[config.mk]
export PLATFORM = sky130hd
export DESIGN_NAME = qam_hard_demapper_core
export DESIGN_NICKNAME = d
export VERILOG_FILES = /design/src/sv/qhd_pkg.sv /design/src/sv/qhd_slicer.sv /design/src/sv/qhd_frame_ctrl.sv /design/src/sv/qam_hard_demapper_core.sv
export SDC_FILE = /design/constraint.sdc
export NUM_CORES = 2
export LEC_CHECK = 0
export BUFFER_PORTS_ARGS = -buffer_cell sky130_fd_sc_hd__buf_2
export CAP_MARGIN = 10
export CORE_ASPECT_RATIO = 1.1
export CORE_MARGIN = 8
export CORE_UTILIZATION = 25
export DETAILED_ROUTE_END_ITERATION = 8
export PLACE_DENSITY_LB_ADDON = 0.05
export SYNTH_ARGS = -nofsm -noshare
export SYNTH_HDL_FRONTEND = slang
export SYNTH_SLANG_ARGS = --single-unit
[constraint.sdc]
create_clock -name clk_i -period 7.25 [get_ports clk_i]
set_clock_uncertainty 0.2 [all_clocks]
set_input_delay 0 -clock clk_i [delete_from_list [all_inputs] [get_ports clk_i]]
set_output_delay 0 -clock clk_i [all_outputs]
set_load 0.1 [all_outputs]
[src/sv/qhd_pkg.sv]
package qhd_pkg;

  localparam int unsigned HDR_MODULE = 10;

  localparam int unsigned PID_FRAME_LEN     = 0;
  localparam int unsigned PID_CONS_SIZE     = 1;
  localparam int unsigned PID_SYM_PER_FRAME = 2;

  localparam logic [31:0] CONS_QAM16 = 32'd16;
  localparam logic [31:0] CONS_QPSK  = 32'd4;

  localparam logic [1:0] GRAY_NEG_OUTER = 2'd0;
  localparam logic [1:0] GRAY_NEG_INNER = 2'd1;
  localparam logic [1:0] GRAY_POS_OUTER = 2'd2;
  localparam logic [1:0] GRAY_POS_INNER = 2'd3;

  localparam int unsigned SYM_BITS = 4;

  typedef struct packed {
    logic data_phase;
    logic drop;
    logic cons16;
    logic cons4;
  } ctrl_t;

endpackage

[src/sv/qhd_slicer.sv]
module qhd_slicer #(
  parameter int SAMPLE_BITS     = 16,
  parameter int SAMPLE_INT_BITS = 4
) (
  input  logic [SAMPLE_BITS-1:0] sample_i,
  output logic [1:0]             gray16_o,
  output logic                   pos_o
);

  localparam int THR_SHIFT = (SAMPLE_INT_BITS > SAMPLE_BITS) ? 0 :
                             (SAMPLE_BITS - SAMPLE_INT_BITS);
  localparam logic [SAMPLE_BITS+1:0] OUTER_THR =
    (SAMPLE_INT_BITS > SAMPLE_BITS) ? (SAMPLE_BITS+2)'(1) :
                                      ((SAMPLE_BITS+2)'(2) << THR_SHIFT);
  localparam logic [SAMPLE_BITS-1:0] MOST_NEG = {1'b1, {(SAMPLE_BITS-1){1'b0}}};

  logic                   neg;
  logic [SAMPLE_BITS-1:0] mag;
  logic                   outer;

  assign neg   = sample_i[SAMPLE_BITS-1];
  assign mag   = neg ? (~sample_i + {{(SAMPLE_BITS-1){1'b0}}, 1'b1}) : sample_i;
  assign outer = !(neg && (sample_i == MOST_NEG)) && ({2'b00, mag} >= OUTER_THR);
  assign pos_o = !neg;

  always_comb begin
    case ({neg, outer})
      2'b11:   gray16_o = qhd_pkg::GRAY_NEG_OUTER;
      2'b10:   gray16_o = qhd_pkg::GRAY_NEG_INNER;
      2'b01:   gray16_o = qhd_pkg::GRAY_POS_OUTER;
      default: gray16_o = qhd_pkg::GRAY_POS_INNER;
    endcase
  end

endmodule

[src/sv/qhd_frame_ctrl.sv]
module qhd_frame_ctrl #(
  parameter int MODULE_ID_BITS   = 8,
  parameter int PARAM_ID_BITS    = 8,
  parameter int PARAM_VALUE_BITS = 48
) (
  input  logic          clk_i,
  input  logic          rst_ni,
  input  logic          step_i,
  input  logic [63:0]   word_i,
  output qhd_pkg::ctrl_t ctrl_o
);

  localparam int HDR_SHIFT = PARAM_ID_BITS + PARAM_VALUE_BITS;
  localparam logic [MODULE_ID_BITS-1:0] MODULE_ONES = {MODULE_ID_BITS{1'b1}};
  localparam logic [63:0] VAL_MASK = (64'd1 << PARAM_VALUE_BITS) - 64'd1;

  logic        data_phase_q, data_phase_d;
  logic [31:0] frame_len_q, frame_len_d;
  logic [31:0] spf_q, spf_d;
  logic [31:0] cons_q, cons_d;
  logic [31:0] remaining_q, remaining_d;

  logic [127:0]               word_ext;
  logic [MODULE_ID_BITS-1:0]  mod_field;
  logic [PARAM_ID_BITS-1:0]   param_id;
  logic [31:0]                param_val;
  logic                       is_param;
  logic                       is_end;
  logic [31:0]                frame_total;
  logic [31:0]                rem_dec;

  assign word_ext    = {64'd0, word_i};
  assign mod_field   = word_ext[HDR_SHIFT +: MODULE_ID_BITS];
  assign param_id    = word_i[PARAM_VALUE_BITS +: PARAM_ID_BITS];
  assign param_val   = 32'(word_i & VAL_MASK);
  assign is_param    = (16'(mod_field) == 16'(qhd_pkg::HDR_MODULE));
  assign is_end      = (mod_field == MODULE_ONES);
  assign frame_total = frame_len_q * spf_q;
  assign rem_dec     = remaining_q - 32'd1;

  always_comb begin
    data_phase_d = data_phase_q;
    frame_len_d  = frame_len_q;
    spf_d        = spf_q;
    cons_d       = cons_q;
    remaining_d  = remaining_q;
    if (step_i) begin
      if (data_phase_q) begin
        remaining_d = rem_dec;
        if (rem_dec == 32'd0) begin
          data_phase_d = 1'b0;
        end
      end else if (is_param) begin
        if (16'(param_id) == 16'(qhd_pkg::PID_FRAME_LEN)) begin
          frame_len_d = param_val;
        end else if (16'(param_id) == 16'(qhd_pkg::PID_CONS_SIZE)) begin
          cons_d = param_val;
        end else if (16'(param_id) == 16'(qhd_pkg::PID_SYM_PER_FRAME)) begin
          spf_d = param_val;
        end
      end else if (is_end) begin
        remaining_d  = frame_total;
        data_phase_d = (frame_total != 32'd0);
      end
    end
  end

  always_ff @(posedge clk_i or negedge rst_ni) begin
    if (!rst_ni) begin
      data_phase_q <= 1'b0;
      frame_len_q  <= '0;
      spf_q        <= '0;
      cons_q       <= '0;
      remaining_q  <= '0;
    end else begin
      data_phase_q <= data_phase_d;
      frame_len_q  <= frame_len_d;
      spf_q        <= spf_d;
      cons_q       <= cons_d;
      remaining_q  <= remaining_d;
    end
  end

  assign ctrl_o.data_phase = data_phase_q;
  assign ctrl_o.drop       = !data_phase_q && is_param;
  assign ctrl_o.cons16     = (cons_q == qhd_pkg::CONS_QAM16);
  assign ctrl_o.cons4      = (cons_q == qhd_pkg::CONS_QPSK);

endmodule

[src/sv/qam_hard_demapper_core.sv]
// channel   dir  handshake                        payload
// s_axis    in   s_axis_tvalid_i/s_axis_tready_o  tdata: in_word, tlast: in_last
// m_axis    out  m_axis_tvalid_o/m_axis_tready_i  tdata: out_word, tlast: out_last
//
// one word per cycle sustained while the output is not stalled; output valid follows the
// input accept through the input register and then the result register
// rst_ni clears phase, frame settings and both valid flags
// a stalled output holds the input register; a parameter word needs no output slot
module qam_hard_demapper_core #(
  parameter int SAMPLE_BITS      = 16,
  parameter int SAMPLE_INT_BITS  = 4,
  parameter int MODULE_ID_BITS   = 8,
  parameter int PARAM_ID_BITS    = 8,
  parameter int PARAM_VALUE_BITS = 48
) (
  input  logic        clk_i,
  input  logic        rst_ni,
  input  logic        s_axis_tvalid_i,
  output logic        s_axis_tready_o,
  input  logic [63:0] s_axis_tdata_i,   // in_word
  input  logic        s_axis_tlast_i,
  output logic        m_axis_tvalid_o,
  input  logic        m_axis_tready_i,
  output logic [63:0] m_axis_tdata_o,   // out_word
  output logic        m_axis_tlast_o
);

  logic        in_valid_q;
  logic [63:0] in_word_q;
  logic        in_last_q;
  logic        out_valid_q, out_valid_d;
  logic [63:0] out_word_q;
  logic        out_last_q;

  qhd_pkg::ctrl_t ctrl;

  logic       out_free;
  logic       step;
  logic       emit;
  logic       in_fire;
  logic [1:0] i_gray, q_gray;
  logic       i_pos, q_pos;
  logic [qhd_pkg::SYM_BITS-1:0] sym;

  assign out_free        = !out_valid_q || m_axis_tready_i;
  assign step            = in_valid_q && (ctrl.drop || out_free);
  assign emit            = step && !ctrl.drop;
  assign s_axis_tready_o = !in_valid_q || step;
  assign in_fire         = s_axis_tvalid_i && s_axis_tready_o;

  qhd_frame_ctrl #(
    .MODULE_ID_BITS  (MODULE_ID_BITS),
    .PARAM_ID_BITS   (PARAM_ID_BITS),
    .PARAM_VALUE_BITS(PARAM_VALUE_BITS)
  ) u_frame_ctrl (
    .clk_i (clk_i),
    .rst_ni(rst_ni),
    .step_i(step),
    .word_i(in_word_q),
    .ctrl_o(ctrl)
  );

  qhd_slicer #(
    .SAMPLE_BITS    (SAMPLE_BITS),
    .SAMPLE_INT_BITS(SAMPLE_INT_BITS)
  ) u_slicer_i (
    .sample_i(in_word_q[32 +: SAMPLE_BITS]),
    .gray16_o(i_gray),
    .pos_o   (i_pos)
  );

  qhd_slicer #(
    .SAMPLE_BITS    (SAMPLE_BITS),
    .SAMPLE_INT_BITS(SAMPLE_INT_BITS)
  ) u_slicer_q (
    .sample_i(in_word_q[SAMPLE_BITS-1:0]),
    .gray16_o(q_gray),
    .pos_o   (q_pos)
  );

  always_comb begin
    if (ctrl.cons16) begin
      sym = {i_gray, q_gray};
    end else if (ctrl.cons4) begin
      sym = {2'b00, i_pos, q_pos};
    end else begin
      sym = '0;
    end
  end

  assign out_valid_d = emit || (out_valid_q && !m_axis_tready_i);

  always_ff @(posedge clk_i or negedge rst_ni) begin
    if (!rst_ni) begin
      in_valid_q  <= 1'b0;
      out_valid_q <= 1'b0;
    end else begin
      in_valid_q  <= in_fire || (in_valid_q && !step);
      out_valid_q <= out_valid_d;
    end
  end

  always_ff @(posedge clk_i) begin
    if (in_fire) begin
      in_word_q <= s_axis_tdata_i;
      in_last_q <= s_axis_tlast_i;
    end
    if (emit) begin
      out_word_q <= ctrl.data_phase ? 64'(sym) : in_word_q;
      out_last_q <= in_last_q;
    end
  end

  assign m_axis_tvalid_o = out_valid_q;
  assign m_axis_tdata_o  = out_word_q;
  assign m_axis_tlast_o  = out_last_q;

`ifndef SYNTH
  a_step_needs_word: assert property (@(posedge clk_i) disable iff (!rst_ni)
    step |-> in_valid_q)
    else $error("step without a held input word");

  a_held_word_stable: assert property (@(posedge clk_i) disable iff (!rst_ni)
    in_valid_q && !step |=> in_valid_q && $stable(in_word_q))
    else $error("held input word changed");

  a_emit_shows: assert property (@(posedge clk_i) disable iff (!rst_ni)
    emit |=> m_axis_tvalid_o)
    else $error("emitted word not presented");

  a_symbol_range: assert property (@(posedge clk_i) disable iff (!rst_ni)
    emit && ctrl.data_phase |=> m_axis_tdata_o[63:qhd_pkg::SYM_BITS] == '0)
    else $error("symbol index out of range");
`endif

endmodule
### Word-level counts from Yosys, hierarchy flattened

Index checks and enable logic that the tools add are counted.

* bits in registers: 261
* bits in latches: 0
* memory bits (writable): 0
* ROM bits: 0
* input port bits: 69
* output and inout port bits: 67
* memories kept: 0

* add/sub/neg operators: 3
* $mul: 1
* div/mod/pow operators: 0
* magnitude comparators: 2
* equal/unequal tests: 15
* shift-type cells: 0
* multiplexer cells: 14
* bitwise operators: 5
* reduce and logical (&&, ||, !) cells: 33

Operator list (count)
* $mux W32: 3
* $add A16 B1 Y16 const B: 2
* $eq A16 B16 Y1 const B: 2
* $eq A32 B3 Y1 const B: 1
* $eq A32 B5 Y1 const B: 1
* $ge A16 B14 Y1 const B: 2
* $logic_not A32 Y1: 1
* $mul A32 B32 Y32: 1
* $mux W16: 2
* $not A16 Y16: 2
* $reduce_bool A32 Y1: 1
* $sub A32 B1 Y32 const B: 1
* $pmux W2 S3: 2
* $logic_and A1 B1 Y1: 10
* $logic_not A1 Y1: 10
* $eq A2 B2 Y1 const B: 4
* $eq A8 B1 Y1 const B: 1
* $eq A8 B2 Y1 const B: 1
* $eq A8 B4 Y1 const B: 1
* $eq A8 B8 Y1 const B: 1
* $logic_not A8 Y1: 1
* $mux W4: 2
* $reduce_and A6 Y1: 1
* $logic_or A1 B1 Y1: 5
* 9 further kinds: 15

### Depth between registers and ports, before layout

* word-level depth: 9
* gate-level depth with buffers: 28
* depth with buffers taken out: 25

### Modules after synthesis

From an unflattened synthesis, not the netlist that was laid out.

* cell total of the unflattened synthesis: 2578
* area, all modules: 26788.2 um^2

By module, submodules not included
* qhd_frame_ctrl: times used 1, cells each 2326, area each 22059.9 um^2, sequential area each 3228.1 um^2
* qam_hard_demapper_core: times used 1, cells each 222, area each 4505.6 um^2, sequential area each 3953.8 um^2
* qhd_slicer: times used 2, cells each 15, area each 111.4 um^2, sequential area each 0.0 um^2

### Least setup slack after synthesis

OpenSTA, ideal clock, no wires.

* path type: register -> register
* start: register u_frame_ctrl.frame_len_q[13]
* end: register u_frame_ctrl.data_phase_q
* data arrival time: 7.085 ns
* required time: 6.917 ns
* slack: -0.168 ns
* stages on the path, launching flop included: 25
* path buffers: 2
* clock period less this slack: 7.418 ns
* path through: dfrtp_1 clkbuf_1 clkbuf_1 and2_1 fa_1 fa_1 fa_1 inv_1 fa_1 inv_1 fa_1 inv_1 fa_1 inv_1 fa_1 fa_1 ha_1 a21oi_1 o21ai_0 a221o_1 or3_1 a2111oi_0 nand4bb_1 nor4b_1 a21oi_1

* word-level cells in the longest chain between the ends: 5

Ends and longest elaborated chain
* from (decl): RTL line qhd_frame_ctrl.sv:18 `logic [31:0] frame_len_q, frame_len_d;`
* from (signal assigned): RTL line qhd_frame_ctrl.sv:77 `frame_len_q <= frame_len_d;`
* $mul A32 B32 Y32: RTL line qhd_frame_ctrl.sv:38 `assign frame_total = frame_len_q * spf_q;`
* $reduce_bool A32 Y1: RTL line qhd_frame_ctrl.sv:63 `data_phase_d = (frame_total != 32'd0);`
* $mux W1: RTL line qhd_frame_ctrl.sv:61 `end else if (is_end) begin`
* $mux W1: RTL line qhd_frame_ctrl.sv:53 `end else if (is_param) begin`
* $mux W1: RTL line qhd_frame_ctrl.sv:48 `if (data_phase_q) begin`
* to (signal assigned): RTL line qhd_frame_ctrl.sv:76 `data_phase_q <= data_phase_d;`
* to (decl): RTL line qhd_frame_ctrl.sv:17 `logic data_phase_q, data_phase_d;`

Every way passes these cells.
A chain may end at the register's enable or synchronous reset.

### Final worst setup path

* start: register u_frame_ctrl.spf_q[7]
* end: register u_frame_ctrl.data_phase_q

* word-level cells in the longest chain between the ends: 5

Ends and longest elaborated chain
* from (decl): RTL line qhd_frame_ctrl.sv:19 `logic [31:0] spf_q, spf_d;`
* from (signal assigned): RTL line qhd_frame_ctrl.sv:78 `spf_q <= spf_d;`
* $mul A32 B32 Y32: RTL line qhd_frame_ctrl.sv:38
* $reduce_bool A32 Y1: RTL line qhd_frame_ctrl.sv:63
* $mux W1: RTL line qhd_frame_ctrl.sv:61
* $mux W1: RTL line qhd_frame_ctrl.sv:53
* $mux W1: RTL line qhd_frame_ctrl.sv:48

Every way passes these cells.

==> reports/qor.txt <==
Outcome -> finished with violations
Failing checks -> negative setup slack
Slowest stage cell, crit path -> fa_2
Slew Limit Fails -> 0
Minimum clock period -> 7390 ps
CTS tree -> yes
Max-Slew Margin vs Limit -> 0.235
Port Buffers -> 135
Post-synth net total -> 3,137
DR vias/cell -> 4.33
Row count -> 125
IO Pins -> 136
Post-Syn Area -> 26,500 um^2
Sequential area share after synthesis -> 0.271
Synth Area per Inst -> 10.4 um^2
Synthesized flop and latch total -> 261
Post-Route WL -> 92,400 um
Area Growth Syn to Fin -> 28.3%
CP cell instances -> buf_12 > buf_8 > and2_4 > fa_1 > fa_1 > fa_1 > inv_2 > fa_1 > inv_1 > fa_1 > fa_1 > fa_2 > fa_1 > ha_4 > a21oi_2 > o21ai_1 > a221o_1 > or3_4 > a2111oi_4 > nand4bb_1 > nor4b_2 > a21oi_1
Area contributors post-synth -> fa_1 (31%), edfxtp_1 (15%), dfrtp_1 (12%), and2_1 (7.4%), ha_1 (5.9%)
GPL Wtd Cong -> 0.789
CP Launch Type -> flip-flop
Synth Instances -> 2,535
Die Y -> 357 um
# setup viols final -> 4
Antenna violations before repair -> 9
Family with the most delay on the worst path -> adder cells
Clock Pin Slew Worst Setup and Hold Paths -> 70 ps
Nets -> 3,594
Crit Path Category -> flip-flop to flip-flop
Congestion Overflow GR -> 0
Share of post-route cells with drive strength above 1 -> 0.230
Die area -> 117,000 um^2
Leak -> 0.0156 uW
Post-synth EDFFs -> 130
RSZ-0062 raised after global routing -> yes
DR WL/cell -> 20.9 um
Root Driver -> clkbuf_16
Synth async-reset ratio -> 0.502
Yosys top cell area share -> 0.309
CTS Buffer Depth -> 3
Max Clk Rate -> 135 MHz
Yosys top cell by area -> fa_1
Largest stage delay on the critical path -> 620 ps
H-tree levels -> 1
Antenna viol nets, final -> 0
Num CTS Buffers -> 30
Worst Setup Slack, final -> -142 ps
Largest net degree at the start of global routing -> 66
Pre-CTS setup slack -> -516 ps
Clock Sinks -> 261
Ys flop type -> dfrtp_1
Vias in the first global route -> 21,600
Gr usage total -> 0.159
Max Cap Viol -> 0
Hold Vio Cnt, Final -> 0
Post-detail-place hpwl -> 74,300 um
CP max FO -> 5
CP Buf/Inv Count -> 4
First DRT Iteration DRCs -> 752
Placed cells -> 4,186
Worst min path class -> input port to flip-flop
Final Non-Filler Cells -> 4,417
Post-synthesis cell type count -> 74
Initial Utilization -> 0.251
Clock latency at the later pin of the worst-skew pair -> 600 ps
CP dominant cell by count -> fa_1
Fin crit share -> 1.02
Synth warnings -> 0
Die Wd -> 326 um
Pwr Density -> 114 nW/um^2
Worst EP arrival -> 7660 ps
CP Capture Type -> flip-flop
Worst-margin pin slew -> 1140 ps
Core area -> 105,000 um^2
WP data required -> 7520 ps
Vias -> 19,100
Drt pass-1 iters -> 4
Worst VDD drop -> 191 uV
First-pass GRT wire length -> 141,000 um
DRC -> 0
-- area by class of cell --
| class | count | area [um^2] |
|---|---|---|
| Antenna cell | 4 | 10.0 |
| Clock inverter | 10 | 92.6 |
| Multi-Input combinational cell | 1754 | 17900 |
| Tap cell | 1397 | 1750 |
| Fill cell | 10800 | 71300 |
| Timing Repair Buffer | 559 | 4680 |
| Inverter | 386 | 1450 |
| Sequential cell | 261 | 7210 |
| Clock buffer | 46 | 862 |
-- cells in the mapped netlist (all sizes together) (4+ instances only) --
library cell	instances
fa	408
xnor2	65
buf	7
and2	314
o221a	6
or2	4
a21oi	55
nand4	12
o31ai	6
o21ai	59
dfrtp	131
o21bai	4
nand3	28
nand2	271
a211oi	10
nor2b	63
nor2	58
nor3	16
o22ai	12
or3	8
ha	125
clkbuf	127
edfxtp	130
inv	386
a21o	7
a31oi	4
nor4	25
o21a	8
mux2i	4
mux2	94
xor2	18
nand2b	10
a21boi	6
-- stage by stage --
step                      setup TNS (ps)  hold slack, ps  utilization  power, uW  instance area (um^2)
after global routing               -1440            88.3        0.322       4030                 33900
after global placement             -2840            -239        0.291       2320                 30700
final                               -276            71.3        0.323       3870                 33900
after floorplan                        0            -496            -       2150                 26500
after detailed placement           -2400            -248        0.291       2320                 30700
after CTS                           -449            30.1        0.319       3950                 33600
-- sequential cells by signal, summed over array words and instances (netlist names) --
name / cells
m_axis_tdata_o: 64
u_frame_ctrl.spf_q: 32
u_frame_ctrl.data_phase_q: 1
u_frame_ctrl.remaining_q: 32
in_last_q: 1
u_frame_ctrl.cons_q: 32
in_word_q: 64
m_axis_tvalid_o: 1
in_valid_q: 1
m_axis_tlast_o: 1
u_frame_ctrl.frame_len_q: 32
-- logic make-up (layout without fill, tap and decap cells) --
group | after synthesis | after routing | synth area share
AND/OR/NAND/NOR | 834 | 834 | 0.168
buffers and inverters | 520 | 1001 | 0.0741
XOR/XNOR | 84 | 84 | 0.0283
flip-flops | 261 | 261 | 0.271
other | 0 | 4 | 0
adder cells (fa/ha/maj) | 533 | 533 | 0.368
AO/OA/AOI/OAI | 205 | 205 | 0.0493
multiplexers | 98 | 98 | 0.0415
-- power breakdown --
part	internal, uW	leakage (uW)	total, uW	switching, uW
registers	1660	0.00302	1760	95.4
clock network	857	0.000467	1530	673
logic	162	0.0121	582	419
total	2680	0.0156	3870	1190
-- worst reg2reg max path: stages (launching register included) --
cell       delay, ps
dfrtp_2          450
buf_12           150
buf_8            120
and2_4           130
fa_1             550
fa_1             430
fa_1             510
inv_2             40
fa_1             520
inv_1             50
fa_1             490
fa_1             450
fa_2             620
fa_1             470
ha_4             270
a21oi_2          100
o21ai_1           90
a221o_1          380
or3_4            430
a2111oi_4        300
nand4bb_1        150
nor4b_2          260
a21oi_1          100
-- layer usage --
metal	vias to the layer above	share of wire	track usage
met5	-	0	0
met1	9769	0.46	0.216
met3	86	0.036	0.0174
met4	0	0.027	0.0391
li1	8907	-	-
met2	345	0.48	0.269
-- placed cells by master, fill, tap and decap left out, types with 17 or more instances in the layout --
master,count
o21ai_0,48
mux2_2,94
and2_1,305
xor2_1,17
buf_6,19
dlygate4sd3_1,136
clkbuf_16,32
nand3_1,26
nor2_1,56
nand2_1,268
buf_12,29
buf_2,135
ha_1,109
fa_2,24
a21oi_1,45
xnor2_1,61
dfrtp_1,114
nor4_1,22
buf_4,237
nor2b_1,63
inv_1,378
edfxtp_1,130
fa_1,384
-- final timing paths --
check                      cells past startpoint  slack, ps                               from                                  endpoint
min                                            4         70                    m_axis_tready_i                 m_axis_tvalid_o$_DFF_PN0_
min in group asynchronous                      4        260                             rst_ni  u_frame_ctrl.remaining_q[13]$_DFFE_PN0P_
max reg2reg                                   22       -140  u_frame_ctrl.spf_q[7]$_DFFE_PN0P_     u_frame_ctrl.data_phase_q$_DFFE_PN0P_
max                                           22       -140  u_frame_ctrl.spf_q[7]$_DFFE_PN0P_     u_frame_ctrl.data_phase_q$_DFFE_PN0P_
max in group asynchronous                      5       5080                             rst_ni   u_frame_ctrl.frame_len_q[2]$_DFFE_PN0P_
min reg2reg                                    0        220                in_last_q$_DFFE_PP_                  m_axis_tlast_o$_DFFE_PP_
-- what timing repair did --
action / 4_1_cts / 5_1_grt
cloned: 0 / 1
resized for setup: 97 / 60
setup endpoints to repair: 9 / 12
hold endpoints to repair: 155 / 0
hold buffers: 137 / 0
setup buffers: 21 / 14
pin swaps: 65 / 33
Note: power is estimated with default switching activity, not from simulation.
